`src/sv/nvfp_pkg.sv`:
```
// nvfp_pkg: shared types, constants and header byte function for the frame packer
// no dependencies; imported by every module of the block
package nvfp_pkg;

   localparam int HEADER_BYTES = 20;

   localparam int CSR_IDX_W  = 3;
   localparam int CSR_DATA_W = 16;

   localparam int JOBQ_DEPTH = 4;
   localparam int JOBQ_AW    = 2;

   localparam logic OP_APPEND = 1'b0;
   localparam logic OP_END    = 1'b1;

   localparam logic [2:0] KIND_BOOL  = 3'd0;
   localparam logic [2:0] KIND_BYTE  = 3'd1;
   localparam logic [2:0] KIND_WORD  = 3'd2;
   localparam logic [2:0] KIND_DWORD = 3'd3;
   localparam logic [2:0] KIND_REAL  = 3'd4;

   localparam logic [CSR_IDX_W-1:0] REG_BIG_ENDIAN    = 3'd0;
   localparam logic [CSR_IDX_W-1:0] REG_PACK_BOOLS    = 3'd1;
   localparam logic [CSR_IDX_W-1:0] REG_ALIGN_ENABLE  = 3'd2;
   localparam logic [CSR_IDX_W-1:0] REG_OBJECT_ID     = 3'd3;
   localparam logic [CSR_IDX_W-1:0] REG_LIST_CHECKSUM = 3'd4;

   localparam logic [7:0] MAGIC_0 = 8'h00;
   localparam logic [7:0] MAGIC_1 = 8'h2D;
   localparam logic [7:0] MAGIC_2 = 8'h53;
   localparam logic [7:0] MAGIC_3 = 8'h33;

   typedef struct packed {
      logic        opcode;
      logic [2:0]  var_kind;
      logic [31:0] var_value;
   } req_type;

   typedef struct packed {
      logic [7:0]  out_byte;
      logic [15:0] byte_offset;
      logic        last;
   } rsp_type;

   typedef struct packed {
      logic        big_endian;
      logic        pack_bools;
      logic        align_enable;
      logic [15:0] object_id;
      logic [15:0] list_checksum;
   } cfg_type;

   // one queued job: optional bool byte, zero pad, then body bytes
   // header jobs carry {total length, sequence} in value
   typedef struct packed {
      logic        is_header;
      logic        flush;
      logic [7:0]  flush_byte;
      logic [1:0]  pad_cnt;
      logic [4:0]  body_cnt;
      logic [31:0] value;
      logic [15:0] start_offset;
   } job_type;

   function automatic logic [7:0] word_byte(input logic be, input logic second,
                                            input logic [15:0] w);
      if (be ^ second) begin
         return w[15:8];
      end
      return w[7:0];
   endfunction

   function automatic logic [7:0] hdr_byte(input logic [4:0] pos, input cfg_type cfg,
                                           input logic [15:0] tot_len,
                                           input logic [15:0] seq);
      logic [7:0] b;
      b = 8'h00;
      case (pos)
         5'd0:  b = MAGIC_0;
         5'd1:  b = MAGIC_1;
         5'd2:  b = MAGIC_2;
         5'd3:  b = MAGIC_3;
         5'd8:  b = word_byte(cfg.big_endian, 1'b0, cfg.object_id);
         5'd9:  b = word_byte(cfg.big_endian, 1'b1, cfg.object_id);
         5'd12: b = word_byte(cfg.big_endian, 1'b0, cfg.list_checksum);
         5'd13: b = word_byte(cfg.big_endian, 1'b1, cfg.list_checksum);
         5'd14: b = word_byte(cfg.big_endian, 1'b0, tot_len);
         5'd15: b = word_byte(cfg.big_endian, 1'b1, tot_len);
         5'd16: b = word_byte(cfg.big_endian, 1'b0, seq);
         5'd17: b = word_byte(cfg.big_endian, 1'b1, seq);
         default: b = 8'h00;
      endcase
      return b;
   endfunction

endpackage

```
`src/sv/nvfp_front.sv`:
```
// nvfp_front: accepts words, tracks payload length, bool packing and sequence,
// and turns each word into at most one byte job; depends on nvfp_pkg
module nvfp_front import nvfp_pkg::*; (
   input  logic    clock,
   input  logic    reset,
   input  cfg_type cfg,
   input  logic    req_push,
   input  req_type req_data,
   output logic    req_full,
   input  logic    job_full,
   output logic    job_push,
   output job_type job
);

   logic [15:0] len_ff, len_in;
   logic [7:0]  acc_ff, acc_in;
   logic [2:0]  cnt_ff, cnt_in;
   logic        pend_ff, pend_in;
   logic [15:0] seq_ff, seq_in;

   logic        accept;
   logic        is_end;
   logic        known;
   logic        is_bool;
   logic        packed_bool;
   logic        flush;
   logic [15:0] len1;
   logic [2:0]  size;
   logic        align2;
   logic        align4;
   logic [1:0]  pad;
   logic [7:0]  new_acc;

   assign req_full    = job_full;
   assign accept      = req_push && !job_full;
   assign is_end      = req_data.opcode == OP_END;
   assign known       = req_data.var_kind <= KIND_REAL;
   assign is_bool     = req_data.var_kind == KIND_BOOL;
   assign packed_bool = is_bool && cfg.pack_bools;
   // a pending bool byte goes out ahead of any known non-bool word and ahead of an end of frame
   assign flush       = is_end ? pend_ff : (known && !is_bool && pend_ff);
   assign len1        = len_ff + {15'b0, flush};
   assign new_acc     = acc_ff | ({7'b0, req_data.var_value[0]} << cnt_ff);

   always_comb begin
      size   = 3'd1;
      align2 = 1'b0;
      align4 = 1'b0;
      case (req_data.var_kind)
         KIND_WORD: begin
            size   = 3'd2;
            align2 = 1'b1;
         end
         KIND_DWORD: begin
            size   = 3'd4;
            align4 = 1'b1;
         end
         KIND_REAL: begin
            size   = 3'd4;
            align2 = 1'b1;
         end
         default: size = 3'd1;
      endcase
   end

   always_comb begin
      pad = 2'd0;
      if (cfg.align_enable) begin
         if (align4) begin
            pad = 2'd0 - len1[1:0];
         end else if (align2) begin
            pad = {1'b0, len1[0]};
         end
      end
   end

   always_comb begin
      len_in  = len_ff;
      acc_in  = acc_ff;
      cnt_in  = cnt_ff;
      pend_in = pend_ff;
      seq_in  = seq_ff;
      job              = '0;
      job.flush_byte   = acc_ff;
      job.value        = req_data.var_value;
      job.start_offset = 16'(HEADER_BYTES) + len_ff;
      job_push         = 1'b0;
      if (is_end) begin
         job_push      = accept;
         job.is_header = 1'b1;
         job.flush     = flush;
         job.body_cnt  = 5'(HEADER_BYTES);
         job.value     = {16'(HEADER_BYTES) + len1, seq_ff};
         seq_in  = seq_ff + 16'd1;
         len_in  = 16'd0;
         acc_in  = 8'd0;
         cnt_in  = 3'd0;
         pend_in = 1'b0;
      end else if (known && packed_bool) begin
         if (cnt_ff == 3'd7) begin
            job_push       = accept;
            job.flush      = 1'b1;
            job.flush_byte = new_acc;
            len_in  = len_ff + 16'd1;
            acc_in  = 8'd0;
            cnt_in  = 3'd0;
            pend_in = 1'b0;
         end else begin
            acc_in  = new_acc;
            cnt_in  = cnt_ff + 3'd1;
            pend_in = 1'b1;
         end
      end else if (known) begin
         job_push     = accept;
         job.flush    = flush;
         job.pad_cnt  = pad;
         job.body_cnt = {2'b0, size};
         if (is_bool) begin
            job.value = {31'b0, req_data.var_value[0]};
         end
         len_in = len1 + {14'b0, pad} + {13'b0, size};
         if (flush) begin
            acc_in  = 8'd0;
            cnt_in  = 3'd0;
            pend_in = 1'b0;
         end
      end
   end

   always_ff @(posedge clock) begin
      if (reset) begin
         len_ff  <= 16'd0;
         acc_ff  <= 8'd0;
         cnt_ff  <= 3'd0;
         pend_ff <= 1'b0;
         seq_ff  <= 16'd0;
      end else if (accept) begin
         len_ff  <= len_in;
         acc_ff  <= acc_in;
         cnt_ff  <= cnt_in;
         pend_ff <= pend_in;
         seq_ff  <= seq_in;
      end
   end

endmodule

```
`src/sv/nvfp_jobq.sv`:
```
// nvfp_jobq: short register queue of byte jobs between front and back
// depends on nvfp_pkg
module nvfp_jobq import nvfp_pkg::*; (
   input  logic    clock,
   input  logic    reset,
   input  logic    push,
   input  job_type push_job,
   input  logic    pop,
   output logic    full,
   output logic    empty,
   output job_type head
);

   job_type              mem_ff [JOBQ_DEPTH];
   logic [JOBQ_AW-1:0]   wr_ff, wr_in;
   logic [JOBQ_AW-1:0]   rd_ff, rd_in;
   logic [JOBQ_AW:0]     cnt_ff, cnt_in;

   assign full  = cnt_ff == (JOBQ_AW+1)'(JOBQ_DEPTH);
   assign empty = cnt_ff == '0;
   assign head  = mem_ff[rd_ff];

   always_comb begin
      wr_in  = push ? wr_ff + 1'b1 : wr_ff;
      rd_in  = pop ? rd_ff + 1'b1 : rd_ff;
      cnt_in = cnt_ff;
      if (push && !pop) begin
         cnt_in = cnt_ff + 1'b1;
      end else if (pop && !push) begin
         cnt_in = cnt_ff - 1'b1;
      end
   end

   always_ff @(posedge clock) begin
      if (reset) begin
         wr_ff  <= '0;
         rd_ff  <= '0;
         cnt_ff <= '0;
      end else begin
         wr_ff  <= wr_in;
         rd_ff  <= rd_in;
         cnt_ff <= cnt_in;
      end
   end

   always_ff @(posedge clock) begin
      if (push) begin
         mem_ff[wr_ff] <= push_job;
      end
   end

endmodule

```
`src/sv/nvfp_back.sv`:
```
// nvfp_back: walks the head job one byte per cycle into the output register while that register is empty or popped
// depends on nvfp_pkg
module nvfp_back import nvfp_pkg::*; (
   input  logic    clock,
   input  logic    reset,
   input  cfg_type cfg,
   input  logic    job_empty,
   input  job_type head,
   output logic    job_pop,
   input  logic    rsp_pop,
   output logic    rsp_empty,
   output rsp_type rsp_data
);

   logic [4:0] idx_ff, idx_in;
   logic       valid_ff, valid_in;
   rsp_type    out_ff, out_in;

   logic       load;
   logic [4:0] lead;
   logic [4:0] total;
   logic [4:0] b;
   logic [1:0] sel;
   logic [7:0] pay_byte;
   logic       last;

   assign lead  = {4'b0, head.flush} + {3'b0, head.pad_cnt};
   assign total = lead + head.body_cnt;
   assign b     = idx_ff - lead;
   assign last  = idx_ff == total - 5'd1;
   assign load  = !job_empty && (!valid_ff || rsp_pop);
   assign job_pop = load && last;

   // big endian counts down from the top body byte of the value
   assign sel = cfg.big_endian ? head.body_cnt[1:0] - 2'd1 - b[1:0] : b[1:0];

   always_comb begin
      case (sel)
         2'd0:    pay_byte = head.value[7:0];
         2'd1:    pay_byte = head.value[15:8];
         2'd2:    pay_byte = head.value[23:16];
         2'd3:    pay_byte = head.value[31:24];
         default: pay_byte = 8'h00;
      endcase
   end

   always_comb begin
      out_in = out_ff;
      if (load) begin
         out_in.last        = last;
         out_in.byte_offset = head.start_offset + {11'b0, idx_ff};
         if (idx_ff < {4'b0, head.flush}) begin
            out_in.out_byte = head.flush_byte;
         end else if (idx_ff < lead) begin
            out_in.out_byte = 8'h00;
         end else if (head.is_header) begin
            out_in.out_byte    = hdr_byte(b, cfg, head.value[31:16], head.value[15:0]);
            out_in.byte_offset = {11'b0, b};
         end else begin
            out_in.out_byte = pay_byte;
         end
      end
   end

   always_comb begin
      idx_in   = idx_ff;
      valid_in = valid_ff;
      if (load) begin
         idx_in   = last ? 5'd0 : idx_ff + 5'd1;
         valid_in = 1'b1;
      end else if (rsp_pop) begin
         valid_in = 1'b0;
      end
   end

   always_ff @(posedge clock) begin
      if (reset) begin
         idx_ff   <= 5'd0;
         valid_ff <= 1'b0;
      end else begin
         idx_ff   <= idx_in;
         valid_ff <= valid_in;
      end
   end

   always_ff @(posedge clock) begin
      out_ff <= out_in;
   end

   assign rsp_empty = !valid_ff;
   assign rsp_data  = out_ff;

endmodule

```
`src/sv/netvar_frame_packer.sv`:
```
// netvar_frame_packer: top level; configuration registers, front, job queue, back
// depends on nvfp_pkg, nvfp_front, nvfp_jobq, nvfp_back
//
//   channel   direction  handshake           word
//   req_      in         req_push / req_full  req_type (opcode, kind, value)
//   rsp_      out        rsp_pop / rsp_empty  rsp_type (byte, offset, last)
//   csr_      in         csr_write            index + 16-bit data
//
// the front takes one word per cycle while the job queue has room
// the back sends one byte per cycle while the output is free: a word gives 0 to 8 bytes, an end of frame 20 or 21
// sustained rate is set by the single byte output register
// reset is synchronous and clears frame state, sequence number and configuration
// a stalled rsp_pop holds the byte; the queue then fills and raises req_full
module netvar_frame_packer import nvfp_pkg::*; (
   input  logic                  clock,
   input  logic                  reset,
   input  logic                  req_push,
   output logic                  req_full,
   input  req_type               req_data,
   output logic                  rsp_empty,
   input  logic                  rsp_pop,
   output rsp_type               rsp_data,
   input  logic                  csr_write,
   input  logic [CSR_IDX_W-1:0]  csr_index,
   input  logic [CSR_DATA_W-1:0] csr_wdata
);

   cfg_type cfg_ff, cfg_in;

   logic    job_push;
   logic    job_full;
   logic    job_empty;
   logic    job_pop;
   job_type job_new;
   job_type job_head;

   always_comb begin
      cfg_in = cfg_ff;
      if (csr_write) begin
         case (csr_index)
            REG_BIG_ENDIAN:    cfg_in.big_endian    = csr_wdata[0];
            REG_PACK_BOOLS:    cfg_in.pack_bools    = csr_wdata[0];
            REG_ALIGN_ENABLE:  cfg_in.align_enable  = csr_wdata[0];
            REG_OBJECT_ID:     cfg_in.object_id     = csr_wdata;
            REG_LIST_CHECKSUM: cfg_in.list_checksum = csr_wdata;
            default:           cfg_in = cfg_ff;
         endcase
      end
   end

   always_ff @(posedge clock) begin
      if (reset) begin
         cfg_ff <= '0;
      end else begin
         cfg_ff <= cfg_in;
      end
   end

   nvfp_front u_front (
      .clock    (clock),
      .reset    (reset),
      .cfg      (cfg_ff),
      .req_push (req_push),
      .req_data (req_data),
      .req_full (req_full),
      .job_full (job_full),
      .job_push (job_push),
      .job      (job_new)
   );

   nvfp_jobq u_jobq (
      .clock    (clock),
      .reset    (reset),
      .push     (job_push),
      .push_job (job_new),
      .pop      (job_pop),
      .full     (job_full),
      .empty    (job_empty),
      .head     (job_head)
   );

   nvfp_back u_back (
      .clock     (clock),
      .reset     (reset),
      .cfg       (cfg_ff),
      .job_empty (job_empty),
      .head      (job_head),
      .job_pop   (job_pop),
      .rsp_pop   (rsp_pop),
      .rsp_empty (rsp_empty),
      .rsp_data  (rsp_data)
   );

   // a job is never written into a full queue
   assert property (@(posedge clock) disable iff (reset) !(job_push && job_full))
      else $error("job pushed into full queue");

   // back only retires a job that is present
   assert property (@(posedge clock) disable iff (reset) job_pop |-> !job_empty)
      else $error("job popped from empty queue");

   // output is empty right after reset
   assert property (@(posedge clock) $past(reset) |-> rsp_empty)
      else $error("result present after reset");

   // retiring a header job leaves its last header byte, at offset HEADER_BYTES - 1, in the output register
   assert property (@(posedge clock) disable iff (reset)
      (job_pop && job_head.is_header) |=> (!rsp_empty && rsp_data.last
                                           && rsp_data.byte_offset == 16'(HEADER_BYTES - 1)))
      else $error("header job did not end on last header byte");

endmodule
```
`config.mk`:
```
export PLATFORM = sky130hd
export DESIGN_NAME = netvar_frame_packer
export DESIGN_NICKNAME = d
export VERILOG_FILES = /design/src/sv/nvfp_pkg.sv /design/src/sv/nvfp_front.sv /design/src/sv/nvfp_jobq.sv /design/src/sv/nvfp_back.sv /design/src/sv/netvar_frame_packer.sv
export SDC_FILE = /design/constraint.sdc
export NUM_CORES = 1
export LEC_CHECK = 0
export BUFFER_PORTS_ARGS = -buffer_cell sky130_fd_sc_hd__buf_2
export CORE_AREA = 2 2 208 210
export CTS_BUF_LIST = sky130_fd_sc_hd__clkbuf_4 sky130_fd_sc_hd__clkbuf_8 sky130_fd_sc_hd__clkbuf_16
export DETAILED_ROUTE_END_ITERATION = 8
export DIE_AREA = 0 0 210 212
export SETUP_SLACK_MARGIN = 0.05
export SLEW_MARGIN = 20
export SYNTH_ARGS = -nofsm -noshare
export SYNTH_HDL_FRONTEND = slang
export SYNTH_HIERARCHICAL = 1
export SYNTH_SLANG_ARGS = --single-unit
```
`constraint.sdc`:
```
create_clock -name clock -period 5.4 [get_ports clock]
set_clock_uncertainty 0.15 [all_clocks]
set_input_delay 0.27 -clock clock [delete_from_list [all_inputs] [get_ports clock]]
set_output_delay 0.27 -clock clock [all_outputs]
set_load 0.02 [all_outputs]
```
# == Yosys cells after proc, flatten, opt, wreduce, memory -nomap -nowiden ==
# Memories as Yosys holds them, arrays and structs flattened. A register that Yosys moved wholly into a read port is not among the register bits.
# Cells that the tools add are included.
# totals
n_memories,1
ram_bits,260
word_cells,221
output_inout_bits,27
input_bits,60
ff_bits,117
# memory_table
name,depth,word_bits,rd,rd_ports_with_merged_regs,write_ports,line_no,source
u_jobq.mem_ff,4,65,1,1,1,nvfp_jobq.sv:14,job_type mem_ff [JOBQ_DEPTH];
# classes
addsub,21
n_bitwise,1
order_cmp,3
muxes,117
eq_ne,25
shift,1
n_reduce_logical,34
# op_table
op,count
2-to-1 mux 8 bit,25
2-to-1 mux 16 bit,7
one-hot mux 8 bit (11 select lines),1
2-to-1 mux 39 bit,2
2-to-1 mux 1 bit,63
2-to-1 mux 37 bit,1
"adder 16 x 1 -> 16 bit, second input constant",2
"adder 5 x 16 -> 16 bit, first input constant",2
2-to-1 mux 32 bit,1
one-hot mux 8 bit (4 select lines),1
"equality test 5 x 4 -> 1 bit, second input constant",6
2-to-1 mux 3 bit,7
adder 16 x 1 -> 16 bit,1
adder 16 x 2 -> 16 bit,1
adder 16 x 3 -> 16 bit,1
adder 16 x 5 -> 16 bit,1
"equality test 3 x 2 -> 1 bit, second input constant",4
"equality test 3 bit, second input constant",4
AND reduction 2 bit,6
"equality test 5 x 2 -> 1 bit, second input constant",2
"equality test 5 bit, second input constant",2
2-to-1 mux 10 bit,1
2-to-1 mux 2 bit,5
logical AND 1 bit,9
other kinds (33),47

# == Longest topological paths before layout ==
# logic_depth
ltp_word,14
ltp_mapped,20
depth_no_buf,19

# == Hierarchy ==
# Netlist, hierarchy kept.
# modules_own_cells
module,n_inst,seq_area_each_um2,area_each_um2,cells_per_inst
nvfp_jobq,1,7987.7,9853.2,383
nvfp_front,1,880.8,4154.0,563
nvfp_back,1,870.8,3335.7,354
netvar_frame_packer,1,700.7,1496.4,137

# == Worst setup path after synthesis ==
# Ideal clock, no wire load.
# synth_timing
kind,register -> register
start,reg with a tool-made name
end,reg u_jobq.cnt_ff[2]
path_stages_with_launch,21
n_path_buf,2
arrival_ns,4.340
setup_time_ns,0.070
period_less_slack_ns,4.560
required_time_ns,5.180
setup_slack_ns,0.840
path_cell_list,dfxtp_1 buf_4 mux4_2 ha_1 ha_1 buf_4 xnor2_1 ha_1 inv_1 fa_1 xor2_1 o21ai_0 a2111oi_1 and2_1 inv_1 ha_1 inv_1 fa_1 xor2_1 or3_1 a21oi_1
# synth_rtl
item,line_no,source
end signal: assignment,nvfp_jobq.sv:42,cnt_ff <= cnt_in;
end: declaration,nvfp_jobq.sv:17,"logic [JOBQ_AW:0] cnt_ff, cnt_in;"

# == Worst setup path after layout ==
# layout_timing
start,in req_data[32] in the netlist's numbering
end,reg u_front.len_ff[15]
# layout_via
elab_chain_len,14
elab_cells_between_ends,29
classes_between,add/sub (4); order compare (1); eq/ne (4); mux (10); reduce/logical (10)
# layout_rtl
item,line_no,source
start: declaration,netvar_frame_packer.sv:19,"input req_type req_data,"
branches (longest 14 deep; another with adder 16 x 1 -> 16 bit),-,
end signal: assignment,nvfp_front.sv:138,len_ff <= len_in;
end: declaration,nvfp_front.sv:15,"logic [15:0] len_ff, len_in;"
# Several ways; the timed one is not identified. The select of a mux whose other input is x is not followed.
# A chain may end at the register's enable or synchronous reset.

==> impl_results.md <==
- Die Span X: 210 um
- Final design utilization: 51.0%
- Initial antenna violation count: 1
- FF+latch area: 10,400 um^2
- First-pass GRT wire length: 70,600 um
- Total track usage: 20.8%
- I/O pin total: 87
- Avg WL per Cell: 21.6 um
- Cells along the critical path: dlygate4sd3_1, buf_2, nor2_1, ha_1, o21ai_0, inv_1, ha_1, ha_1, xor2_1, nand2_1, nor2_1, fa_1, ha_1, inv_1, fa_1, nor2b_1, o22ai_1, a211oi_1, nand2b_1, o311a_1, a211oi_1
- Status: finished, final reports clean
- Cell family with most CP delay: adder cells
- CP bufs+invs: 4
- Setup CP Type: in -> reg
- CTS sink count: 379
- H-tree Lvls: 2
- Non-filler cells in the finished layout: 2,134
- FMAX: 208 MHz
- Final setup TNS: 0 ps
- Share of cells above drive strength 1: 19.0%
- #FFs+latches synth: 379
- Final Instance Area: 21,700 um^2
- Row count: 76
- EDFF count, synth: 285
- Routability cong.: 0.904
- Final Hold Viols: 0
- Yosys warnings: 6
- Most common cell after layout, fill and taps aside: edfxtp_1
- Critical Path Slowest Stage Cell: dlygate4sd3_1
- Synthesized instance count: 1,437
- Via count: 12,200
- DRT Pass-1 Iters: 5
- Die area: 44,500 um^2
- CTS Root Cell: clkbuf_16
- Syn Area/Cell: 13.1 um^2
- Clock-pin slew on the worst setup and hold paths: 60 ps
- Worst EP arrival: 5150 ps
- VDD IR-drop max: 0.251 mV
- Initial drt markers: 1,028
- GR Overflow Total: 0
- CTS tree: done
- Post-route ant nets: 0
- Detail Placement HPWL: 30,800 um
- Worst slew pin tran: 1070 ps
- Clk_lat worst skew: 580 ps
- CTS max path bufs: 3
- Worst setup SP type: primary input
- Most used cell, CP: ha_1
- Endpoints failing setup: 0
- Hold crit path type: in -> reg
- Pin count of the biggest net entering global routing: 66
- Slew Viols, Final: 0
- Top FF cell, synth: edfxtp_1
- Vias in the first global route: 11,900
- Final Power: 9.70 mW
- Commonest cells after routing, fill and taps aside: edfxtp_1 (285), nor2_1 (99), dfxtp_1 (92)
- Fraction of registers with async set/reset: 0%
- Max-slew headroom: 28.4%
- Nets: 1,656
- Max stage delay on crit path: 520 ps
- Sequential-to-total area share from yosys stat: 55.4%
- # fillers: 3,634
- Area of the multi-input gates: 7750 um^2
- Fin crit share: 89.0%
- Max FO, Critical Path: 4
- Placed Cells: 2,004
- CP required: 5740 ps
- Initial Utilization: 44.3%
- Vias per inst: 5.72
- RSZ-0062 raised after global routing: false
- Num CTS Buffers: 42
- Die height: 212 um
- Max Cap Viol: 0
- LEAKAGE: 7.58 nW
- Post_cts resized: 0
- Yosys cell types: 98
- Core area: 42,500 um^2
- Fin crit period: 4810 ps
- Syn nets: 1,539
- CP Capture Type: flip-flop
- Final WL: 46,000 um
- Syn-to-layout area delta: 15.1%
- Cell Area, Placed: 19,600 um^2
- Post-Syn Area: 18,800 um^2
- Power per cell area: 448 nW/um^2
- DRC violations left: 0
- PortBufs: 86
-- where the power goes --
part	switching [mW]	internal [mW]	total [mW]	leakage, nW
combinational	1.74	1.19	2.93	3.41
sequential	0.113	3.56	3.67	3.43
clock	1.20	1.89	3.09	0.747
-- per-stage QoR --
| step | worst slack (ps) | hold slack (ps) |
|---|---|---|
| CTS | 659 | 4.83 |
| global route | 373 | 26.4 |
| floorplan | 840 | 189 |
| detailed placement | 646 | 299 |
| global placement | 761 | 293 |
| finish | 593 | 42.7 |
-- what timing repair did --
| action | 4_1_cts | 5_1_grt |
|---|---|---|
| hold endpoints to repair | 149 | 0 |
| setup buffers | 0 | 0 |
| hold buffers | 52 | 0 |
-- cell families (layout without fill, tap and decap cells) --
logic type	after synthesis	after routing	synth area share [%]
AO/OA/AOI/OAI	239	239	8.59
XOR/XNOR	88	88	4.23
adder cells (fa/ha/maj)	42	42	3.03
buffers and inverters	129	279	3.59
flip-flops	379	379	55.4
multiplexers	143	143	13.1
other	1	2	0.0199
AND/OR/NAND/NOR	416	416	12.0
-- synth_stat cells, drive strengths merged (7+ instances only) --
master	n	share of area, %
edfxtp	285	45
nor2	100	2.0
dfxtp	94	10
mux4	81	9.8
nand2	72	1.5
nand2b	62	2.1
o21ai	62	1.7
mux2i	59	3.1
buf	51	2.0
a21oi	48	1.3
xnor2	47	2.3
xor2	41	1.9
clkbuf	39	0.78
inv	38	0.76
ha	36	2.4
nor3	34	0.98
nand3	27	0.77
a22o	21	0.98
nand4	20	0.76
nor4	16	0.68
a31oi	15	0.53
or3	14	0.49
nor2b	13	0.43
a21o	10	0.40
and2	10	0.33
a211oi	9	0.39
and3	9	0.30
o211ai	8	0.35
nor3b	7	0.28
o21a	7	0.28
-- worst paths after layout --
path                      from                   end  depth (start not counted)  slack (ps)
min               req_data[25]  u_jobq/mem_ff[1][41]                          3          40
max reg2reg          flip-flop      u_jobq/cnt_ff[2]                         18         820
max               req_data[32]    u_front/len_ff[15]                         21         590
min reg2reg  u_front/acc_ff[3]     u_front/acc_ff[3]                          2         320
-- final cells by class --
| cell class | instances | share of cell area (%) |
|---|---|---|
| antenna | 1 | 0.0115 |
| clock buffer | 50 | 5.21 |
| clock inverter | 27 | 1.78 |
| inverter | 39 | 0.675 |
| multi-input combinational | 929 | 35.7 |
| sequential | 379 | 48.2 |
| tap | 546 | 3.15 |
| timing repair buffer | 163 | 5.25 |
-- metal layers --
layer | vias to the layer above | track usage, % | part of all wire, % | wire [um]
li1 | 5702 | - | - | -
met5 | - | 0 | 0 | 0
met1 | 6071 | 30.9 | 47 | 21700
met4 | 0 | 5.70 | 2.1 | 957
met2 | 376 | 32.2 | 46 | 20900
met3 | 66 | 2.84 | 5.2 | 2420
-- worst register-to-register path: cells and delay by family, from the launching register on --
family | cells | cell delay [ps]
fa+ha+maj | 6 | 1570
flops | 1 | 420
buf+inv | 3 | 180
simple gates | 2 | 570
compound gates | 3 | 690
xor+xnor | 3 | 380
mux | 1 | 530
-- state kept, by name, summed over array words and instances, names as in the netlist, named ones only --
name	cells
u_front/seq_ff	16
u_jobq/rd_ff	2
cfg_ff	35
u_jobq/cnt_ff	3
u_back/rsp_data	25
u_back/idx_ff	5
u_jobq/mem_ff	260
u_front/len_ff	16
u_front/pend_ff	1
u_back/valid_ff	1
u_front/acc_ff	8
u_jobq/wr_ff	2
u_front/cnt_ff	3
Power figures use the tool's default switching activity.
